$ cat src/hdl/ssm_pkg.sv
// Shared types and constants for the spherical soft mask block.
// No dependencies; used by the channel interfaces and all hdl modules.
package ssm_pkg;

  localparam int COORD_W   = 12;
  localparam int CENTER_W  = 22;
  localparam int LEN_W     = 20;
  localparam int SAMPLE_W  = 32;
  localparam int MASK_W    = 16;
  localparam int CFG_IDX_W = 3;
  localparam int CFG_DAT_W = 22;

  localparam logic [MASK_W-1:0] MASK_ONE = 16'd32768;
  localparam longint ROUND_HALF = 64'sd16384;
  localparam int MASK_SHIFT = 15;

  localparam longint unsigned PI_Q30 = 64'd3373259426;
  localparam longint ONE_Q30 = 64'sd1073741824;

  typedef enum logic [CFG_IDX_W-1:0] {
    CFG_CENTER_X   = 3'd0,
    CFG_CENTER_Y   = 3'd1,
    CFG_CENTER_Z   = 3'd2,
    CFG_RADIUS     = 3'd3,
    CFG_TAPER      = 3'd4,
    CFG_INVERT     = 3'd5,
    CFG_THREE_DIMS = 3'd6
  } cfg_idx_e;

  // Where a voxel falls relative to the sphere
  typedef enum logic [1:0] {
    CLS_ZERO,
    CLS_ONE,
    CLS_EDGE
  } cls_e;

  // Sideband that rides along the pipeline with each transaction
  typedef struct packed {
    logic signed [SAMPLE_W-1:0] sample;
    cls_e                       cls;
    logic                       cap;
  } meta_t;

endpackage

$ cat src/hdl/ssm_isqrt.sv
// Pipelined integer square root, one result bit per stage.
// Depends on ssm_pkg for the sideband struct.
module ssm_isqrt import ssm_pkg::*; #(
  parameter int D2W = 48
) (
  input  logic                 clk_i,
  input  logic                 rst_ni,
  input  logic                 en_i,
  input  logic                 valid_i,
  input  logic [D2W-1:0]       rad_i,
  input  meta_t                meta_i,
  output logic                 valid_o,
  output logic [D2W/2-1:0]     root_o,
  output meta_t                meta_o
);

  localparam int Steps = D2W / 2;

  logic [D2W-1:0] v_q [Steps+1];
  logic [D2W-1:0] r_q [Steps+1];
  meta_t          m_q [Steps+1];
  logic [Steps:0] vld_q;

  always_ff @(posedge clk_i or negedge rst_ni) begin
    if (!rst_ni) begin
      vld_q[0] <= 1'b0;
    end else if (en_i) begin
      vld_q[0] <= valid_i;
    end
  end

  always_ff @(posedge clk_i) begin
    if (en_i) begin
      v_q[0] <= rad_i;
      r_q[0] <= '0;
      m_q[0] <= meta_i;
    end
  end

  for (genvar k = 0; k < Steps; k++) begin : g_step
    localparam logic [D2W:0] Bit = (D2W+1)'(1) << (2 * (Steps - 1 - k));
    logic [D2W:0]   sum;
    logic           take;
    logic [D2W-1:0] v_d;
    logic [D2W-1:0] r_d;

    always_comb begin
      sum  = {1'b0, r_q[k]} + Bit;
      take = ({1'b0, v_q[k]} >= sum);
      v_d  = take ? D2W'({1'b0, v_q[k]} - sum) : v_q[k];
      r_d  = take ? D2W'(({1'b0, r_q[k]} >> 1) + Bit) : (r_q[k] >> 1);
    end

    always_ff @(posedge clk_i or negedge rst_ni) begin
      if (!rst_ni) begin
        vld_q[k+1] <= 1'b0;
      end else if (en_i) begin
        vld_q[k+1] <= vld_q[k];
      end
    end

    always_ff @(posedge clk_i) begin
      if (en_i) begin
        v_q[k+1] <= v_d;
        r_q[k+1] <= r_d;
        m_q[k+1] <= m_q[k];
      end
    end
  end

  assign valid_o = vld_q[Steps];
  assign root_o  = r_q[Steps][Steps-1:0];
  assign meta_o  = m_q[Steps];

endmodule

$ cat config.mk
export PLATFORM = sky130hd
export DESIGN_NAME = ssm_isqrt
export DESIGN_NICKNAME = d
export VERILOG_FILES = /design/src/hdl/ssm_pkg.sv /design/src/hdl/ssm_isqrt.sv
export SDC_FILE = /design/constraint.sdc
export NUM_CORES = 2
export LEC_CHECK = 0
export BUFFER_PORTS_ARGS = -buffer_cell sky130_fd_sc_hd__buf_2
export CORE_UTILIZATION = 33
export DETAILED_ROUTE_END_ITERATION = 10
export GPL_TIMING_DRIVEN = 0
export SKIP_CTS_REPAIR_TIMING = 1
export SYNTH_ARGS = -nofsm -noshare
export SYNTH_HDL_FRONTEND = slang
export SYNTH_SLANG_ARGS = --single-unit
$ cat constraint.sdc
create_clock -name clk_i -period 4.4 [get_ports clk_i]
set_input_delay 0.44 -clock clk_i [delete_from_list [all_inputs] [get_ports clk_i]]
set_output_delay 0.44 -clock clk_i [all_outputs]
set_load 0.02 [all_outputs]
# After elaboration in Yosys (flattened, before gate mapping)
# Memory sizes are Yosys's and may differ from the RTL's.
# Cells that the tools add are included.
totals:
  ff_bits: 25
  ram_bits: 3275
  inputBits: 87
  output_inout_bits: 60
  elab_cells: 174
  n_memories: 3
memory_table:
  columns: ["name", "depth", "word_bits", "rd", "rd_clocked_by_memory_dff", "write_ports", "line_no", "rtl"]
  rows:
  - ["r_q", 25, 48, 25, 0, 25, "ssm_isqrt.sv:20", "logic [D2W-1:0] r_q [Steps+1];"]
  - ["v_q", 25, 48, 24, 0, 25, "ssm_isqrt.sv:19", "logic [D2W-1:0] v_q [Steps+1];"]
  - ["m_q", 25, 35, 25, 0, 25, "ssm_isqrt.sv:21", "meta_t m_q [Steps+1];"]
classes:
  addsub: 72
  n_lt_le_gt_ge: 24
  n_mux: 50
op_table:
  columns: ["cell", "n"]
  rows:
  - ["$mux 48", 48]
  - ["$ge 48x49->1", 24]
  - ["$sub 48x48->48", 24]
  - ["$add 48x1->49 const B", 1]
  - ["$add 48x11->49 const B", 1]
  - ["$add 48x13->49 const B", 1]
  - ["$add 48x15->49 const B", 1]
  - ["$add 48x17->49 const B", 1]
  - ["$add 48x19->49 const B", 1]
  - ["$add 48x21->49 const B", 1]
  - ["$add 48x23->49 const B", 1]
  - ["$add 48x25->49 const B", 1]
  - ["$add 48x27->49 const B", 1]
  - ["$add 48x29->49 const B", 1]
  - ["$add 48x3->49 const B", 1]
  - ["$add 48x31->49 const B", 1]
  - ["$add 48x33->49 const B", 1]
  - ["$add 48x35->49 const B", 1]
  - ["$add 48x37->49 const B", 1]
  - ["$add 48x39->49 const B", 1]
  - ["$add 48x41->49 const B", 1]
  - ["$add 48x43->49 const B", 1]
  - ["$add 48x45->49 const B", 1]
  - ["$add 48x47->49 const B", 1]
  - ["other kinds (28)", 29]

# Depth between registers and ports, before layout
depth:
  word_depth: 3
  depth_mapped: 13
  depth_no_buf: 12

# Worst setup path before layout
# Ideal clock, no wire load.
synth_path:
  path_kind: "reg-to-reg"
  from: "memory v_q[19][23]"
  to: "memory v_q[20][47], data pin"
  setup_time_ns: 0.258
  arrival_ns: 2.972
  path_slack_ns: 1.170
  path_stages_with_launch: 12
  n_path_buf: 2
  period_less_slack_ns: 3.230
  path_cell_list: "edfxtp_1 ha_1 clkbuf_1 nand3_1 or4_1 or4_1 nand3_1 or3b_1 clkbuf_1 nor3_1 nand2_1 xnor2_1"
synth_lines:
  columns: ["element", "line_no"]
  rows:
  - ["from (decl)", "ssm_isqrt.sv:19"]

==> flow_summary.toml <==
[yosys]
synth_cell_types = 103
synth_area_leaders = "edfxtp_1 (73%), ha_1 (4.2%), xor2_1 (2.4%)"
synth-xor-area-share = 0.0426
synth_cells = 6285
synth_mux_area_frac = 0.00742
syn_nets = 6694
synth-edff-count = 2327
ys.flop_type = "edfxtp_1"
synth_largest_area_cell = "edfxtp_1"
ys_seq_elements = 2352
ys_seq_area_frac = 0.734
synth_compound_area_frac = 0.0656
syn_area_mm2 = 0.0961
postSynth.asyncResetShare = 0.0106
synth_top_cell_area_share = 0.727
avgSynthCellArea_um2 = 15.3
synthAdderAreaFrac = 0.0419
ys_warn_count = 0
synth-simple-area-share = 0.0859
synth_top_family_by_area = "simple AND/OR/NAND/NOR gates"

[setup_path]
worst_path_most_repeated_cell = "nand4_1"
path_class = "reg -> reg"
cp.arrival_ns = 4.84
cp_max_fo = 8
cpPeakStageDelay_ns = 0.71
crit_chain = "inv_1, ha_1, or4b_2, nor3_1, nand4_1, nand3_1, nor2_1, inv_2, nand4_1, nor4b_1, xor2_1"
cp.required_ns = 4.93
cp-end-kind = "flip-flop"
slowest_stage = "nor3_1"
worstSetupStartpointType = "flip-flop"
cp_num_buf_inv = 2
cpLargestDelayFamily = "simple AND/OR/NAND/NOR gates"

[final_layout]
layout_common_cells = "edfxtp_1 (2327), inv_1 (401), nand2_1 (397)"
ff_latch_area_mm2 = 0.0705
drive_above_1_share = 0.0995
layout_commonest_cell = "edfxtp_1"
multi_input_area_mm2 = 0.0234
utilization = 0.386
stdcell_count = 10900
areaGrowthSynthToFinish_pct = 15.9
final_nets = 7209
final_area_mm2 = 0.111
fillCellCount = 26700

[timing]
max_slew_margin = 0.153
setup_slack_ns = 0.0895
setup_viol_count_final = 0
min_period_ns = 4.31
hold_violations = 0
period_share = 0.980
whs_ns = 0.130
finClkSkew_ns = 0.0790
fmax_mhz = 232
final.setup.tns_ns = 0
tightest_slew_ns = 1.27
rsz0062_at_grt = "false"
drv_slew = 0

[global_route]
grt_max_degree = 193
antenna_found_initial = 2
grt_pass1_vias = 52300
groute.usage.overall = 0.117
grt-ovfl-total = 0
grt_pass1_wl_mm = 276

[placement]
pre_cts_ws_ns = -0.340
postPlaceCellArea_mm2 = 0.102
dp.final_hpwl_mm = 123
finalWeightedCongestion = 1.01
dp_cells = 10300
portBuffers = 146

[hold_path]
min_path_type = "in -> async"

[floorplan]
io_pins = 147
die_area_mm2 = 0.293
fp.dieW_um = 542
die_h_um = 542
num_rows = 197
floorplan.initialDensity = 0.333
core_mm2 = 0.289

[route]
wire_per_inst_um = 16.3
drt-total-wl_mm = 177
drcViolationCount = 0
drt_first_pass_iters = 7
vias = 51000
viasPerCell = 4.68
drt.antenna.violating_nets = 0
drtIter0Drc = 3146

[power_and_ir_drop]
power_density_mw_per_mm2 = 512
p_leak_nw = 40.0
finalPower_mw = 57.0
ir_worst_vdd_uv = 339

[job]
cap_violations = 0

[outcome]
status = "finished clean"

[clock_tree]
cts_buffer_depth = 4
clk-insertion-delay-late_ns = 0.88
htree_levels = 5
cts_root_buf = "clkbuf_16"
clk_pin_slew_worst_paths_ns = 0.05
cts_buffers = 267
cts_sinks = 2352
cts_tree = "yes"
cell type report:
type,instances,share of cell area
sequential,2352,0.633
multi-input combinational,3395,0.210
clock buffer,326,0.0622
tap,3880,0.0436
timing repair buffer,246,0.0178
clock inverter,138,0.0137
inverter,403,0.0136
buffer,135,0.00605
antenna,4,0.0000899
logic make-up after synthesis:
family	count (synthesis)
adder cells (fa/ha/maj)	322
AND/OR/NAND/NOR	1556
multiplexers	65
XOR/XNOR	467
flip-flops	2352
buffers and inverters	538
AO/OA/AOI/OAI	985
worst reg2reg max path, stage by stage, from the launching register on:
cell and delay (ns):
edfxtp_1 0.36, inv_1 0.05, ha_1 0.40, or4b_2 0.60, nor3_1 0.71, nand4_1 0.34
nand3_1 0.24, nor2_1 0.12, inv_2 0.22, nand4_1 0.35, nor4b_1 0.45, xor2_1 0.14
layer usage:
layer	track usage	wire length, um	vias up
met1	0.117	66400	24300
met2	0.222	93700	1139
met5	0	0	-
met3	0.0217	6800	550
met4	0.0711	10400	0
li1	-	-	25000
state kept, by name, indices dropped and copies added (netlist names):
name	flops
valid_o	1
m_q	875
v_q	1152
r_q	300
vld_q	24
final timing paths:
path                        startpoint          end  slack (ns)  cells after the start
setup / recovery           r_q[20][14]  v_q[21][46]        0.09                     11
hold / removal                  rst_ni    vld_q[23]        0.13                      2
setup reg to reg           r_q[20][14]  v_q[21][46]        0.09                     11
hold reg to reg            m_q[1][186]  m_q[1][221]        0.39                      0
max in group asynchronous       rst_ni    vld_q[15]        3.90                      2
min in group clk_i                en_i   m_q[0][89]        0.15                      1
synth_stat cells (27+ instances only):
cell type  number
nand3_1        70
a21o_1        107
edfxtp_1     2327
a21oi_1       239
ha_1          322
nor4_1        176
or4_1          49
clkbuf_1       79
xnor2_1       207
buf_4          36
or3_1          67
nand2_1       397
nor2b_1        39
inv_1         401
o21a_1         54
nor3_1        173
nor2_1        250
and3_1         27
nand2b_1       68
a211oi_1       38
o31ai_1        40
o21ai_0       294
mux2_2         50
xor2_1        260
nand4_1        81
report_power, final:
part | leakage (nW) | total [mW] | switching [mW] | internal (mW)
Sequential | 22.8 | 28.7 | 1.27 | 27.4
Clock | 4.06 | 21.2 | 8.80 | 12.4
Combinational | 13.2 | 7.16 | 4.31 | 2.85
Total | 40.0 | 57.0 | 14.4 | 42.6
Note: power is estimated with default switching activity, not from simulation.
