## config.mk

```make
export PLATFORM = sky130hd
export DESIGN_NAME = ssm_div
export DESIGN_NICKNAME = d
export VERILOG_FILES = /design/src/hdl/ssm_pkg.sv /design/src/hdl/ssm_div.sv
export SDC_FILE = /design/constraint.sdc
export NUM_CORES = 1
export LEC_CHECK = 0
export BUFFER_PORTS_ARGS = -buffer_cell sky130_fd_sc_hd__buf_2
export CORE_MARGIN = 5
export CORE_UTILIZATION = 50
export CTS_BUF_LIST = sky130_fd_sc_hd__clkbuf_2
export DETAILED_ROUTE_END_ITERATION = 10
export GPL_TIMING_DRIVEN = 0
export PLACE_DENSITY_LB_ADDON = 0.3
export SYNTH_ARGS = -nofsm -noshare
export SYNTH_HDL_FRONTEND = slang
export SYNTH_SLANG_ARGS = --single-unit
```

## constraint.sdc

```tcl
create_clock -name clk_i -period 5.3 [get_ports clk_i]
set_input_delay 0.53 -clock clk_i [delete_from_list [all_inputs] [get_ports clk_i]]
set_output_delay 0.53 -clock clk_i [all_outputs]
set_load 0.03 [all_outputs]
```

## src/hdl/ssm_pkg.sv

```systemverilog
// Shared types and constants for the spherical soft mask block.
// No dependencies; used by the channel interfaces and all hdl modules.
package ssm_pkg;

  localparam int COORD_W   = 12;
  localparam int CENTER_W  = 22;
  localparam int LEN_W     = 20;
  localparam int SAMPLE_W  = 32;
  localparam int MASK_W    = 16;
  localparam int CFG_IDX_W = 3;
  localparam int CFG_DAT_W = 22;

  localparam logic [MASK_W-1:0] MASK_ONE = 16'd32768;
  localparam longint ROUND_HALF = 64'sd16384;
  localparam int MASK_SHIFT = 15;

  localparam longint unsigned PI_Q30 = 64'd3373259426;
  localparam longint ONE_Q30 = 64'sd1073741824;

  typedef enum logic [CFG_IDX_W-1:0] {
    CFG_CENTER_X   = 3'd0,
    CFG_CENTER_Y   = 3'd1,
    CFG_CENTER_Z   = 3'd2,
    CFG_RADIUS     = 3'd3,
    CFG_TAPER      = 3'd4,
    CFG_INVERT     = 3'd5,
    CFG_THREE_DIMS = 3'd6
  } cfg_idx_e;

  // Where a voxel falls relative to the sphere
  typedef enum logic [1:0] {
    CLS_ZERO,
    CLS_ONE,
    CLS_EDGE
  } cls_e;

  // Sideband that rides along the pipeline with each transaction
  typedef struct packed {
    logic signed [SAMPLE_W-1:0] sample;
    cls_e                       cls;
    logic                       cap;
  } meta_t;

endpackage

```

## src/hdl/ssm_div.sv

```systemverilog
// Pipelined restoring divider, one quotient bit per stage.
// Depends on ssm_pkg; numerator must give a quotient below 2**QW.
module ssm_div import ssm_pkg::*; #(
  parameter int NW = 31,
  parameter int DW = 20,
  parameter int QW = 10
) (
  input  logic          clk_i,
  input  logic          rst_ni,
  input  logic          en_i,
  input  logic          valid_i,
  input  logic [NW-1:0] num_i,
  input  logic [DW-1:0] div_i,
  input  meta_t         meta_i,
  output logic          valid_o,
  output logic [QW-1:0] quo_o,
  output meta_t         meta_o
);

  logic [DW-1:0] rem_q [QW+1];
  logic [QW-1:0] q_q   [QW+1];
  meta_t         m_q   [QW+1];
  logic [QW:0]   vld_q;

  always_ff @(posedge clk_i or negedge rst_ni) begin
    if (!rst_ni) begin
      vld_q[0] <= 1'b0;
    end else if (en_i) begin
      vld_q[0] <= valid_i;
    end
  end

  // high part is already below the divisor, low bits feed in one per step
  always_ff @(posedge clk_i) begin
    if (en_i) begin
      rem_q[0] <= DW'(num_i >> QW);
      q_q[0]   <= num_i[QW-1:0];
      m_q[0]   <= meta_i;
    end
  end

  for (genvar k = 0; k < QW; k++) begin : g_step
    logic [DW:0]   t;
    logic          ge;
    logic [DW-1:0] rem_d;

    always_comb begin
      t     = {rem_q[k], q_q[k][QW-1]};
      ge    = (t >= {1'b0, div_i});
      rem_d = ge ? DW'(t - {1'b0, div_i}) : DW'(t);
    end

    always_ff @(posedge clk_i or negedge rst_ni) begin
      if (!rst_ni) begin
        vld_q[k+1] <= 1'b0;
      end else if (en_i) begin
        vld_q[k+1] <= vld_q[k];
      end
    end

    always_ff @(posedge clk_i) begin
      if (en_i) begin
        rem_q[k+1] <= rem_d;
        q_q[k+1]   <= {q_q[k][QW-2:0], ge};
        m_q[k+1]   <= m_q[k];
      end
    end
  end

  assign valid_o = vld_q[QW];
  assign quo_o   = q_q[QW];
  assign meta_o  = m_q[QW];

endmodule

```

== Yosys cells after proc, flatten, opt, wreduce, memory -nomap -nowiden ==
Memories as Yosys holds them, arrays and structs flattened.
Cells that the tools add are included.

* Bits in registers: 11
* Bits in writable memories: 715
* Input bits: 90
* Word-level logic and storage cells: 46
* Memories: 3

* Add/subtract/negate cells: 10
* Magnitude comparators: 10
* Mux-type cells: 12

{| class="wikitable"
|+ Memory list
! memory !! words !! width !! read ports !! clocked after Yosys merged registers in !! write ports !! line !! RTL
|-
| m_q || 11 || 35 || 11 || 0 || 11 || ssm_div.sv:22 || <nowiki>meta_t m_q [QW+1];</nowiki>
|-
| rem_q || 11 || 20 || 10 || 0 || 11 || ssm_div.sv:20 || <nowiki>logic [DW-1:0] rem_q [QW+1];</nowiki>
|-
| q_q || 11 || 10 || 11 || 0 || 11 || ssm_div.sv:21 || <nowiki>logic [QW-1:0] q_q [QW+1];</nowiki>
|}

{| class="wikitable"
|+ Operator list
! cell !! count
|-
| >= comparator 21 x 20 -> 1 bit || 10
|-
| 2-to-1 mux 20 bit || 10
|-
| subtractor 20 bit || 10
|-
| 2-to-1 mux 1 bit || 2
|}

== Longest topological paths before layout ==
* Depth after elaboration: 2
* Mapped depth: 13
* Depth with buffers taken out: 12

== Worst setup path after synthesis ==
OpenSTA, ideal clock, no wires.

* Path kind: input to register
* From: in div_i[6]
* To: mem rem_q[1][13], data pin
* Library setup time: 0.262 ns
* Data arrival time: 3.157 ns
* Data required time: 5.038 ns
* Slack: 1.881 ns
* Stages: 12
* Path buffers: 1
* Cells stage by stage: inv_1 -> ha_1 -> a21o_1 -> a211oi_2 -> a21oi_1 -> a211o_1 -> o31ai_4 -> o211ai_2 -> nor4_2 -> o21a_2 -> buf_6 -> mux2_1

{| class="wikitable"
|+ RTL lines
! element !! line !! RTL
|-
| start: declaration || ssm_div.sv:13 || <nowiki>input logic [DW-1:0] div_i,</nowiki>
|-
| end: declaration || ssm_div.sv:20 ||
|}

==> results.md <==
- Final antenna-violating net count: 0
- Clk_skew: 0.08340 ns
- CP delay by family, top: buffers and inverters
- Utilization after layout: 58.42%
- Hold Path Stages: 0
- Num rows: 92
- Setup crit start kind: input pin
- Hold-fix buffers, CTS: 141
- Worst hold slack: 0.3723 ns
- GR Overflow Total: 0
- Kind of critical path: in2reg
- Register area share after synthesis: 65.89%
- Die width: 263.4 um
- Least-Margin Pin Slew: 1.069 ns
- Crit share post-route: 86.32%
- FF-to-FF End: rem_q[2][18]
- R2R cell count: 11
- CP Cell Sequence: dlygate4sd3_1 > buf_2 > inv_1 > ha_1 > nor2b_1 > o21ai_0 > a21boi_1 > o21ai_0 > o21ai_1 > a21oi_1 > nor4_1 > nor2_1 > buf_2 > mux2_2
- Max frequency: 218.6 MHz
- Final Hold Fails: 0
- Largest net degree at the start of global routing: 141
- Crit-path max FO: 10
- Number of synthesized register bits: 706
- Slowest stage delay, CP: 0.58 ns
- Main flop type after synthesis: edfxtp_1
- Via Count: 19,960
- P_leak: 14.46 nW
- Placed Cells: 3,214
- Vias in the first global route: 19,960
- Dpl hpwl: 42.11 mm
- Worst reg2reg setup slack: 1.35 ns
- Clock Sinks: 706
- Hold crit path type: reg2reg
- CP required: 6.33 ns
- Final net count: 2,987
- Critical R2R Launch: rem_q[1][0]
- Final WL: 66.94 mm
- Net Count, Synth: 2,528
- Port bufs: 134
- Min Tclk post-route: 4.575 ns
- Clock root buffer: clkbuf_2
- Critical path arrival: 5.60 ns
- Avg Cell Area, Syn: 14.40 um^2
- Clock Latency Late Sink: 1.35 ns
- Fin cells: 3,671
- Distinct cell type count of the synthesized netlist: 80
- H-tree level count: 4
- Async set-reset flop share out of synthesis: 1.558%
- I/O pin total: 136
- GPL Wtd Cong: 0.9084
- Number of synthesized flops with an enable pin: 695
- Worst setup margin: 0.7248 ns
- # fillers: 5,094
- Power per cell area: 490.6 mW/mm^2
- Slew Limit Fails: 0
- RSZ-0062 raised after global routing: false
- Drt first pass iters: 7
- TritonCTS clock tree: yes
- Worst hold start: m_q[6][20]
- Initial antenna violation count: 2
- First-pass GRT wire length: 105.1 mm
- Residual DRC count: 0
- Worst-path clk slew: 0.10 ns
- Buf+Inv Stages, Crit Path: 4
- Starting Density: 50.69%
- Share of cells above drive strength 1: 18.35%
- Post-CTS Setup Bufs: 0
- Slew HR: 28.64%
- Cells after Synth: 2,229
- WHS Endpoint: m_q[7][20]
- Worst slack, placed: 0.1160 ns
- Post-CTS Resized: 0
- Max stage delay cell, worst path: inv_1
- Critical Path Start: div_i[1]
- Clock Tree Buf Depth: 3
- Mapped Area: 0.03209 mm^2
- GRT Overall Usage: 19.06%
- CP Capture Type: flop
- WL/cell: 18.24 um
- Core Area: 0.06331 mm^2
- Die Area: 0.06935 mm^2
- CTS buffer count: 177
- Post-layout power: 0.01815 W
- Maxcap violations: 0
- Iter 0 DRT Violations: 1,375
- Syn-to-layout area delta: 15.25%
- Chip height: 263.4 um
- Max VDD drop: 0.2506 mV
- Status: finished, final reports clean
- Synth Warn #: 0
- Vias/cell: 5.436
- Final Setup Violations: 0
-- report_power, final --
group | switching (W) | total [W] | internal, W | leakage, nW
Clock | 0.00218 | 0.00351 | 0.00133 | 1.20
Sequential | 0.000471 | 0.00799 | 0.00752 | 6.92
Combinational | 0.00372 | 0.00664 | 0.00292 | 6.34
-- routing by layer --
metal	wire length [um]	global-route usage (%)	part of all wire, %	vias up
met5	0	0	0	-
met4	2047	7.746	3.1	0
met3	4755	5.827	7.1	154
met2	31860	30.61	48	626
met1	28280	24.40	42	9564
li1	-	-	-	9612
-- cell families (layout without fill, tap and decap cells) --
kind of cell | count (synthesis) | count (layout) | synth area share (%)
compound gates | 509 | 509 | 10.12
xor+xnor | 138 | 138 | 3.766
fa+ha+maj | 209 | 209 | 8.359
buf+inv | 113 | 707 | 1.403
flops | 706 | 706 | 65.89
mux | 107 | 107 | 3.704
other cells | 0 | 2 | 0
simple gates | 447 | 447 | 6.760
-- state kept, by name, indices dropped and copies added (netlist names) --
name     cells
m_q        385
rem_q      200
q_q        110
vld_q       10
valid_o      1
-- cell type report --
type,count,area (um^2),area share (%)
Buffer,34,153.9,0.4161
Timing Repair Buffer,280,2240,6.055
Sequential cell,706,21150,57.17
Tap cell,846,1059,2.862
Multi-Input combinational cell,1410,10500,28.38
Clock buffer,241,1206,3.261
Antenna cell,2,5.005,0.01353
Clock inverter,73,385.4,1.042
Inverter,79,296.5,0.8017
-- cell usage after synthesis (5+ instances only) --
cell,n,share of area (%)
mux2_1,17,0.60
a211oi_1,15,0.35
o211ai_1,10,0.23
nand2b_1,26,0.51
o21a_1,27,0.63
mux2_2,77,2.7
a21boi_0,9,0.21
nand2_1,126,1.5
o21ai_0,130,2.0
o31a_1,5,0.14
a311oi_1,5,0.14
a21o_1,69,1.6
nor2b_1,31,0.60
edfxtp_1,695,65
nand4_1,23,0.45
a21oi_1,137,2.1
o31ai_1,11,0.26
inv_1,78,0.91
and4_1,10,0.27
or2_2,6,0.12
dfrtp_1,11,0.86
mux2i_1,13,0.41
nor3_1,21,0.33
fa_1,9,0.56
o21ai_1,10,0.16
a31oi_1,11,0.21
a211o_1,7,0.19
nor2_1,121,1.4
and3_1,14,0.27
ha_1,200,7.8
buf_2,9,0.14
nand3_1,29,0.45
xor2_1,45,1.2
xnor2_1,93,2.5
and2_1,5,0.097
clkbuf_1,23,0.27
or3_1,17,0.33
o21bai_1,13,0.30
nor4_1,6,0.12
-- worst max path at each step --
stage                         to  cells after the start  slack [ns]
CTS                 rem_q[2][18]                     14        1.06
finish              rem_q[2][18]                     14        0.72
global placement        vld_q[7]                      2       -6.98
global route        rem_q[2][18]                     14        0.68
floorplan           rem_q[1][13]                     12        1.88
detailed placement  rem_q[2][14]                     13        0.12
-- layout by cell type, fill, tap and decap left out, types with 7 or more instances in the layout --
cell / n
a211o_1: 7
a211oi_1: 15
a21boi_0: 9
a21o_1: 69
a21oi_1: 137
a31oi_1: 11
and3_1: 14
and4_1: 10
buf_2: 142
clkbuf_1: 23
clkbuf_2: 241
clkinv_1: 45
clkinv_2: 13
dfrtp_1: 11
dlygate4sd3_1: 140
edfxtp_1: 695
fa_1: 9
ha_1: 200
inv_1: 78
mux2_1: 17
mux2_2: 77
mux2i_1: 13
nand2_1: 126
nand2b_1: 26
nand3_1: 29
nand4_1: 23
nor2_1: 121
nor2b_1: 31
nor3_1: 21
o211ai_1: 10
o21a_1: 27
o21ai_0: 130
o21ai_1: 10
o21bai_1: 13
o31ai_1: 11
or3_1: 17
xnor2_1: 93
xor2_1: 45
-- worst reg2reg max path, stage by stage, from the launching register on --
cell and delay, ns:
edfxtp_1 0.41, ha_1 0.31, nor2b_1 0.13, o21ai_0 0.20, a21boi_1 0.15, o21ai_0 0.44
o21ai_1 0.32, a21oi_1 0.41, nor4_1 0.09, nor2_1 0.42, buf_2 0.42, mux2_2 0.39
-- through the flow --
| stage | setup TNS [ns] | area, um^2 |
|---|---|---|
| 2_1_floorplan | 0 | 32090 |
| 3_3_place_gp | -4507.91 | 33820 |
| 3_5_place_dp | 0 | 33970 |
| 4_1_cts | 0 | 36980 |
| 5_1_grt | 0 | 36990 |
| 6_report | 0 | 36990 |
Note: power is estimated with default switching activity, not from simulation.
